$ cat config.mk
export PLATFORM = sky130hd
export DESIGN_NAME = yuv411_to_rgb_converter_top
export DESIGN_NICKNAME = d
export VERILOG_FILES = /design/src/y2r_pkg.sv /design/src/yuv411_to_rgb_converter_top.sv /design/src/y2r_front.sv /design/src/y2r_queue.sv /design/src/y2r_back.sv
export VERILOG_INCLUDE_DIRS = /design/src /design/src/src
export SDC_FILE = /design/constraint.sdc
export NUM_CORES = 1
export LEC_CHECK = 0
export BUFFER_PORTS_ARGS = -buffer_cell sky130_fd_sc_hd__buf_2
export CORE_MARGIN = 2
export CORE_UTILIZATION = 30
export CTS_CLUSTER_SIZE = 10
export DETAILED_ROUTE_END_ITERATION = 10
export MAX_ROUTING_LAYER = met4
export SYNTH_ARGS = -nofsm -noshare
export SYNTH_HDL_FRONTEND = slang
export SYNTH_SLANG_ARGS = --single-unit
$ cat constraint.sdc
create_clock -name clock -period 8 [get_ports clock]
set_input_delay 1.6 -clock clock [delete_from_list [all_inputs] [get_ports clock]]
set_output_delay 1.6 -clock clock [all_outputs]
set_load 0.02 [all_outputs]
$ cat src/assert_macros.svh
// assertion macros used by the top level rtl file
// no dependencies; the checks compile out when SYNTH is defined
`ifndef ASSERT_MACROS_SVH
`define ASSERT_MACROS_SVH

`ifndef SYNTH

`define Y2R_ASSERT(label, clk, rst, prop) \
   label: assert property (@(posedge clk) disable iff (rst) prop) \
      else $error("assertion failed");

`define Y2R_NEVER(label, clk, rst, prop) \
   label: assert property (@(posedge clk) disable iff (rst) !(prop)) \
      else $error("forbidden condition seen");

`else

`define Y2R_ASSERT(label, clk, rst, prop)

`define Y2R_NEVER(label, clk, rst, prop)

`endif

`endif

$ cat src/y2r_pkg.sv
// types and constants shared by the yuv411 to rgb converter
// no dependencies
package y2r_pkg;

   localparam int LUMA_W        = 8;
   localparam int PIX_PER_GROUP = 4;
   localparam int IDX_W         = 2;
   localparam int FRAC_BITS     = 12;
   localparam int CT_W          = 22;
   localparam int ACC_W         = 24;

   localparam logic signed [CT_W-1:0] COEF_RV = 22'sd5743;
   localparam logic signed [CT_W-1:0] COEF_GU = 22'sd1411;
   localparam logic signed [CT_W-1:0] COEF_GV = 22'sd2925;
   localparam logic signed [CT_W-1:0] COEF_BU = 22'sd7258;
   localparam logic signed [ACC_W-1:0] ROUND_Q12 = 24'sd2048;
   localparam logic [LUMA_W-1:0] PIX_MAX = 8'd255;

   typedef struct packed {
      logic signed [CT_W-1:0]                   rv;
      logic signed [CT_W-1:0]                   gu;
      logic signed [CT_W-1:0]                   gv;
      logic signed [CT_W-1:0]                   bu;
      logic [PIX_PER_GROUP-1:0][LUMA_W-1:0]     luma;
      logic                                     skip;
   } group_type;

   typedef struct packed {
      logic full;
      logic empty;
   } q_status_type;

endpackage

$ cat src/yuv411_to_rgb_converter_top.sv
// yuv411 to rgb converter, top level: front end, group queue, pixel back end
// a group passes the front register and a queue entry before the back end registers its first pixel
// a group gives 4 pixels (2 with skip_pair), one pixel per cycle on rsp while rsp_stall is low
// the front accepts a new group every cycle while the queue has room
// reset: synchronous, active high; clears handshake state and skip_pair to 0
`include "assert_macros.svh"
module yuv411_to_rgb_converter_top import y2r_pkg::*; #(
   parameter int QUEUE_DEPTH = 2
) (
   input  logic               clock,
   input  logic               reset,
   input  logic               req_valid,
   output logic               req_stall,
   input  logic signed [7:0]  req_u_chroma,
   input  logic [7:0]         req_y_first,
   input  logic signed [7:0]  req_v_chroma,
   input  logic [7:0]         req_y_second,
   input  logic [7:0]         req_y_third,
   input  logic [7:0]         req_y_fourth,
   output logic               rsp_valid,
   input  logic               rsp_stall,
   output logic [7:0]         rsp_red,
   output logic [7:0]         rsp_green,
   output logic [7:0]         rsp_blue,
   output logic               rsp_group_end,
   input  logic               csr_write_enable,
   input  logic               csr_write_data
);

   logic          skip_pair_ff, skip_pair_in;
   logic          q_push, q_pop;
   group_type     q_push_data, q_head;
   q_status_type  q_status;

   assign skip_pair_in = csr_write_enable ? csr_write_data : skip_pair_ff;

   always_ff @(posedge clock) begin
      if (reset) begin
         skip_pair_ff <= 1'b0;
      end else begin
         skip_pair_ff <= skip_pair_in;
      end
   end

   y2r_front u_front (
      .clock        (clock),
      .reset        (reset),
      .req_valid    (req_valid),
      .req_stall    (req_stall),
      .req_u_chroma (req_u_chroma),
      .req_y_first  (req_y_first),
      .req_v_chroma (req_v_chroma),
      .req_y_second (req_y_second),
      .req_y_third  (req_y_third),
      .req_y_fourth (req_y_fourth),
      .skip_pair    (skip_pair_ff),
      .q_status     (q_status),
      .q_push       (q_push),
      .q_push_data  (q_push_data)
   );

   y2r_queue #(
      .DEPTH (QUEUE_DEPTH)
   ) u_queue (
      .clock     (clock),
      .reset     (reset),
      .push      (q_push),
      .push_data (q_push_data),
      .pop       (q_pop),
      .head_data (q_head),
      .status    (q_status)
   );

   y2r_back u_back (
      .clock         (clock),
      .reset         (reset),
      .head_data     (q_head),
      .q_status      (q_status),
      .q_pop         (q_pop),
      .rsp_valid     (rsp_valid),
      .rsp_stall     (rsp_stall),
      .rsp_red       (rsp_red),
      .rsp_green     (rsp_green),
      .rsp_blue      (rsp_blue),
      .rsp_group_end (rsp_group_end)
   );

   // a group's pixels leave without gaps once the first one is taken
   `Y2R_ASSERT(a_group_no_gap, clock, reset, rsp_valid && !rsp_stall && !rsp_group_end |=> rsp_valid)
   `Y2R_NEVER(a_queue_status, clock, reset, q_status.full && q_status.empty)
   `Y2R_ASSERT(a_rsp_from_queue, clock, reset, $rose(rsp_valid) |-> $past(!q_status.empty))

endmodule

$ cat src/y2r_front.sv
// front end: accepts a group, forms the chroma products, hands it to the queue
// depends on y2r_pkg
module y2r_front import y2r_pkg::*; (
   input  logic                     clock,
   input  logic                     reset,
   input  logic                     req_valid,
   output logic                     req_stall,
   input  logic signed [7:0]        req_u_chroma,
   input  logic [7:0]               req_y_first,
   input  logic signed [7:0]        req_v_chroma,
   input  logic [7:0]               req_y_second,
   input  logic [7:0]               req_y_third,
   input  logic [7:0]               req_y_fourth,
   input  logic                     skip_pair,
   input  q_status_type             q_status,
   output logic                     q_push,
   output group_type                q_push_data
);

   logic        front_valid_ff, front_valid_in;
   group_type   front_data_ff, front_data_in;
   logic        advance;
   logic signed [CT_W-1:0] u_ext, v_ext;

   assign advance   = !front_valid_ff || !q_status.full;
   assign req_stall = !advance;
   assign q_push    = front_valid_ff && !q_status.full;
   assign q_push_data = front_data_ff;

   assign u_ext = CT_W'(req_u_chroma);
   assign v_ext = CT_W'(req_v_chroma);

   always_comb begin
      front_valid_in = advance ? req_valid : front_valid_ff;
      front_data_in  = front_data_ff;
      if (req_valid && advance) begin
         front_data_in.rv   = v_ext * COEF_RV;
         front_data_in.gu   = u_ext * COEF_GU;
         front_data_in.gv   = v_ext * COEF_GV;
         front_data_in.bu   = u_ext * COEF_BU;
         front_data_in.luma = {req_y_fourth, req_y_third, req_y_second, req_y_first};
         front_data_in.skip = skip_pair;
      end
   end

   always_ff @(posedge clock) begin
      if (reset) begin
         front_valid_ff <= 1'b0;
      end else begin
         front_valid_ff <= front_valid_in;
      end
      front_data_ff <= front_data_in;
   end

endmodule

$ cat src/y2r_queue.sv
// short fifo of prepared groups between front and back end
// depends on y2r_pkg
module y2r_queue import y2r_pkg::*; #(
   parameter int DEPTH = 2
) (
   input  logic         clock,
   input  logic         reset,
   input  logic         push,
   input  group_type    push_data,
   input  logic         pop,
   output group_type    head_data,
   output q_status_type status
);

   localparam int PTR_W = (DEPTH > 1) ? $clog2(DEPTH) : 1;
   localparam int CNT_W = $clog2(DEPTH + 1);

   group_type               entry_ff [DEPTH];
   logic [PTR_W-1:0]        wr_ptr_ff, wr_ptr_in;
   logic [PTR_W-1:0]        rd_ptr_ff, rd_ptr_in;
   logic [CNT_W-1:0]        count_ff, count_in;

   function automatic logic [PTR_W-1:0] ptr_next(input logic [PTR_W-1:0] p);
      ptr_next = (p == PTR_W'(DEPTH - 1)) ? '0 : p + 1'b1;
   endfunction

   assign head_data    = entry_ff[rd_ptr_ff];
   assign status.full  = (count_ff == CNT_W'(DEPTH));
   assign status.empty = (count_ff == '0);

   always_comb begin
      wr_ptr_in = push ? ptr_next(wr_ptr_ff) : wr_ptr_ff;
      rd_ptr_in = pop  ? ptr_next(rd_ptr_ff) : rd_ptr_ff;
      count_in  = count_ff;
      if (push && !pop) begin
         count_in = count_ff + 1'b1;
      end else if (pop && !push) begin
         count_in = count_ff - 1'b1;
      end
   end

   always_ff @(posedge clock) begin
      if (reset) begin
         wr_ptr_ff <= '0;
         rd_ptr_ff <= '0;
         count_ff  <= '0;
      end else begin
         wr_ptr_ff <= wr_ptr_in;
         rd_ptr_ff <= rd_ptr_in;
         count_ff  <= count_in;
      end
      if (push) begin
         entry_ff[wr_ptr_ff] <= push_data;
      end
   end

endmodule

$ cat src/y2r_back.sv
// back end: walks the luma samples of the head group, one rgb pixel per cycle while rsp_stall is low
// depends on y2r_pkg
module y2r_back import y2r_pkg::*; (
   input  logic         clock,
   input  logic         reset,
   input  group_type    head_data,
   input  q_status_type q_status,
   output logic         q_pop,
   output logic         rsp_valid,
   input  logic         rsp_stall,
   output logic [7:0]   rsp_red,
   output logic [7:0]   rsp_green,
   output logic [7:0]   rsp_blue,
   output logic         rsp_group_end
);

   localparam logic [IDX_W-1:0] LAST_FULL = IDX_W'(PIX_PER_GROUP - 1);
   localparam logic [IDX_W-1:0] LAST_SKIP = IDX_W'(1);
   localparam int Q_W = ACC_W - FRAC_BITS;

   logic [IDX_W-1:0]   idx_ff, idx_in;
   logic               valid_ff, valid_in;
   logic [7:0]         red_ff, red_in;
   logic [7:0]         green_ff, green_in;
   logic [7:0]         blue_ff, blue_in;
   logic               end_ff, end_in;
   logic               load, take, last;
   logic signed [ACC_W-1:0] y_q, acc_r, acc_g, acc_b;

   function automatic logic [7:0] scale_clip(input logic signed [ACC_W-1:0] acc);
      logic [Q_W-1:0] q;
      q = acc[ACC_W-1:FRAC_BITS];
      if (q[Q_W-1]) begin
         scale_clip = '0;
      end else if (|q[Q_W-2:LUMA_W]) begin
         scale_clip = PIX_MAX;
      end else begin
         scale_clip = q[LUMA_W-1:0];
      end
   endfunction

   assign load  = !valid_ff || !rsp_stall;
   assign take  = load && !q_status.empty;
   assign last  = head_data.skip ? (idx_ff == LAST_SKIP) : (idx_ff == LAST_FULL);
   assign q_pop = take && last;

   assign y_q   = $signed(ACC_W'({head_data.luma[idx_ff], FRAC_BITS'(0)}));
   assign acc_r = y_q + ACC_W'(head_data.rv) + ROUND_Q12;
   assign acc_g = y_q - ACC_W'(head_data.gu) - ACC_W'(head_data.gv) + ROUND_Q12;
   assign acc_b = y_q + ACC_W'(head_data.bu) + ROUND_Q12;

   always_comb begin
      valid_in = load ? !q_status.empty : valid_ff;
      idx_in   = idx_ff;
      red_in   = red_ff;
      green_in = green_ff;
      blue_in  = blue_ff;
      end_in   = end_ff;
      if (take) begin
         idx_in   = last ? '0 : idx_ff + 1'b1;
         red_in   = scale_clip(acc_r);
         green_in = scale_clip(acc_g);
         blue_in  = scale_clip(acc_b);
         end_in   = last;
      end
   end

   always_ff @(posedge clock) begin
      if (reset) begin
         valid_ff <= 1'b0;
         idx_ff   <= '0;
      end else begin
         valid_ff <= valid_in;
         idx_ff   <= idx_in;
      end
      red_ff   <= red_in;
      green_ff <= green_in;
      blue_ff  <= blue_in;
      end_ff   <= end_in;
   end

   assign rsp_valid     = valid_ff;
   assign rsp_red       = red_ff;
   assign rsp_green     = green_ff;
   assign rsp_blue      = blue_ff;
   assign rsp_group_end = end_ff;

endmodule
==> results.yml <==
status:
  run_status: "completed"
setup_path:
  worst-r2r-setup-slack_ns: 3.03
  cp.required_ns: 8.29
  worstPathMaxFanout: 8
  critPathArrivalTime_ns: 6.03
  cp-end-kind: "register"
  r2r_cells: 13
  crit_path_max_incr_delay_ns: 0.56
  critPathLaunchType: "input pin"
  slowest_stage: "fa_1"
  r2r_end: "u_back.rsp_blue[3]"
  crit_type: "in2reg"
  cpLargestDelayFamily: "adder cells"
  path_buf_inv: 4
  path_cells: "buf_2, inv_1, ha_1, ha_1, inv_1, fa_1, fa_1, inv_1, ha_1, a21o_1, a21oi_1, o21bai_1, a2111oi_2, nor3_1, o32ai_2, nand2_1, o211a_1"
cts:
  ctsResizeCount: 0
  path_clk_slew_ns: 0.05
  cts_max_path_buffers: 3
  cts_hold_buf: 0
  numCtsBuffers: 39
  h-tree-depth: 2
  cts_root_buffer: "clkbuf_16"
  post_cts_buffers: 0
  clkLatencyLatePin_ns: 0.55
  cts_tree: "yes"
  cts_sinks: 323
route:
  wl_met3_um: 1390
  dr_wl_met2_um: 18400
  routed_wl_um: 37600
  firstDrtPassIters: 5
  drt_iter0_markers: 452
  drt-vias-per-instance: 4.46
  drt-met1-wl_um: 17000
  final_antenna_net_count: 0
  routed-via-count: 10900
  drc: 0
  wire_per_inst_um: 15.4
  routed.top_layer: "met4"
synthesis:
  ys_types: 66
  synth_cells: 1455
  yosysSeqAreaShare_pct: 49.8
  syn-num-nets: 1824
  synth.cell_area_mm2: 0.0193
  synth.avg_cell_area_um2: 13.2
  synth_warnings: 0
  synth-main-ff-cell: "edfxtp_1"
  ys_ff_latch: 323
  ys_async_sr_fraction_pct: 0
  synth_edf_count: 313
floorplanning:
  die_w_um: 258
  core_mm2: 0.0633
  io_pins: 81
  rows: 92
  fp.dieH_um: 258
  start_util_pct: 30.5
  dieArea_mm2: 0.0663
timing:
  drv_slew: 0
  rsz0062_at_grt: "no"
  tns_ns: 0
  max_slew_margin_pct: 30.5
  min_period_ns: 5.74
  finalHoldViolCount: 0
  worst_slew_pin_slew_ns: 1.04
  finalSetupViolations: 0
  max_freq_mhz: 174
  skew_ns: 0.0163
  finalCritPeriodShare_pct: 71.7
place:
  gp_congestion: 0.871
  dp_hpwl_um: 28200
  numPortBuffers: 80
global_route:
  antenna_found_initial: 2
  grt_max_degree: 64
  grt_pass1_wl_um: 60500
  grt_overflow: 0
  grt_use_total_pct: 11.8
  grt_pass1_vias: 11300
worst_hold_path:
  min_from: "u_front.q_push_data[19]"
  hold_end: "u_queue.entry_ff[1][19]"
  hold_depth: 0
  hold_path_class: "reg2reg"
run:
  drv_cap: 0
pwr:
  power_density_mw_per_mm2: 301
  total_power_mw: 6.58
  leakagePower_nw: 8.99
  irDropWorstVdd_mv: 0.137
cells_and_area:
  drive_gt1_share_pct: 12.6
  nets: 1935
  area_growth_syn_to_layout_pct: 13.5
  fillers: 6186
cells in the final DEF (no fill, tap or decap), drive strengths merged, types with 11 or more instances in the layout:
cell    count
buf        87
xnor2      53
o21ai      29
or3        11
fa         89
edfxtp    313
nand2      64
nor3       13
mux2i      43
a21o       22
xor2       25
inv       229
a21oi      69
o21a       16
nor2       56
mux4       16
ha        226
mux2       24
clkbuf     56
nand3      25
synthesized netlist by cell type (6+ instances only):
master / count / share of area [%]
edfxtp_1: 313 / 49
inv_1: 228 / 4.4
ha_1: 226 / 15
fa_1: 89 / 9.2
a21oi_1: 65 / 1.7
nand2_1: 64 / 1.2
nor2_1: 56 / 1.1
xnor2_1: 53 / 2.4
mux2i_1: 42 / 2.2
o21ai_0: 27 / 0.70
nand3_1: 25 / 0.65
xor2_1: 25 / 1.1
mux2_2: 24 / 1.4
a21o_1: 22 / 0.86
mux4_2: 16 / 1.9
o21a_1: 16 / 0.62
nor3_1: 12 / 0.31
or3_1: 11 / 0.36
dfxtp_1: 10 / 1.0
nand2b_1: 9 / 0.29
nor2b_1: 9 / 0.29
o21bai_1: 9 / 0.35
clkbuf_1: 8 / 0.16
and3_1: 7 / 0.23
a211oi_1: 6 / 0.23
a31oi_1: 6 / 0.19
power by group:
| part | leakage [nW] | internal, mW | total (mW) | switching (mW) |
|---|---|---|---|---|
| registers | 3.02 | 2.29 | 2.40 | 0.104 |
| clock network | 0.546 | 0.931 | 1.57 | 0.643 |
| logic | 5.43 | 1.09 | 2.61 | 1.52 |
| total | 8.99 | 4.32 | 6.58 | 2.27 |
logic make-up (layout without fill, tap and decap cells):
group,Yosys count,after routing,synth area share [%]
mux,83,83,5.52
other cells,0,2,0
fa+ha+maj,315,315,23.9
flops,323,323,49.8
buf+inv,245,377,4.84
simple gates,217,217,5.35
compound gates,194,194,7.05
xor+xnor,78,78,3.54
metal layers:
metal / track usage, % / vias to the layer above
li1: - / 5390
met1: 14.8 / 5291
met2: 19.5 / 137
met3: 2.35 / 47
met4: 2.94 / 0
met5: - / -
state kept, by name (all words and copies together) (netlist names), named ones only:
signal                  count
u_front.q_push_data        96
u_back.rsp_red              8
u_queue.rd_ptr_ff           1
u_front.front_valid_ff      1
u_queue.wr_ptr_ff           1
u_back.rsp_blue             8
u_back.rsp_group_end        1
u_back.rsp_valid            1
u_back.rsp_green            8
u_back.idx_ff               2
u_queue.entry_ff          192
u_queue.count_ff            2
skip_pair_ff                1
how the worst max path moves through the flow:
stage	start	endpoint	slack [ns]	cells after the start
2_1_floorplan	req_valid	u_front.q_push_data[0]	1.66	1
6_report	req_v_chroma[0]	u_front.q_push_data[73]	2.26	17
3_3_place_gp	req_v_chroma[0]	u_front.q_push_data[73]	1.79	17
3_5_place_dp	req_v_chroma[0]	u_front.q_push_data[73]	1.74	17
4_1_cts	req_v_chroma[0]	u_front.q_push_data[73]	2.26	17
5_1_grt	req_v_chroma[0]	u_front.q_push_data[73]	1.93	17
final cells by class:
class                      count  area, um^2  share of cell area, %
clock inverter                 6        42.5                  0.194
tap                          846        1060                   4.84
antenna                        2        5.00                 0.0229
timing repair buffer          87         453                   2.07
sequential                   323        9600                   43.9
inverter                     228         856                   3.91
multi-input combinational    887        8780                   40.1
clock buffer                  56        1080                   4.94
stage by stage:
stage | hold slack (ns) | util (%) | instances | worst slack [ns] | area, um^2
floorplan | 0.408 | - | 1455 | 1.66 | 19300
global placement | 0.421 | 32.8 | 2371 | 1.79 | 20700
detailed placement | 0.429 | 32.8 | 2371 | 1.74 | 20700
CTS | 0.431 | 34.5 | 2433 | 2.26 | 21900
global route | 0.445 | 34.6 | 2435 | 1.93 | 21900
finish | 0.431 | 34.6 | 2435 | 2.26 | 21900
Power figures use the tool's default switching activity.
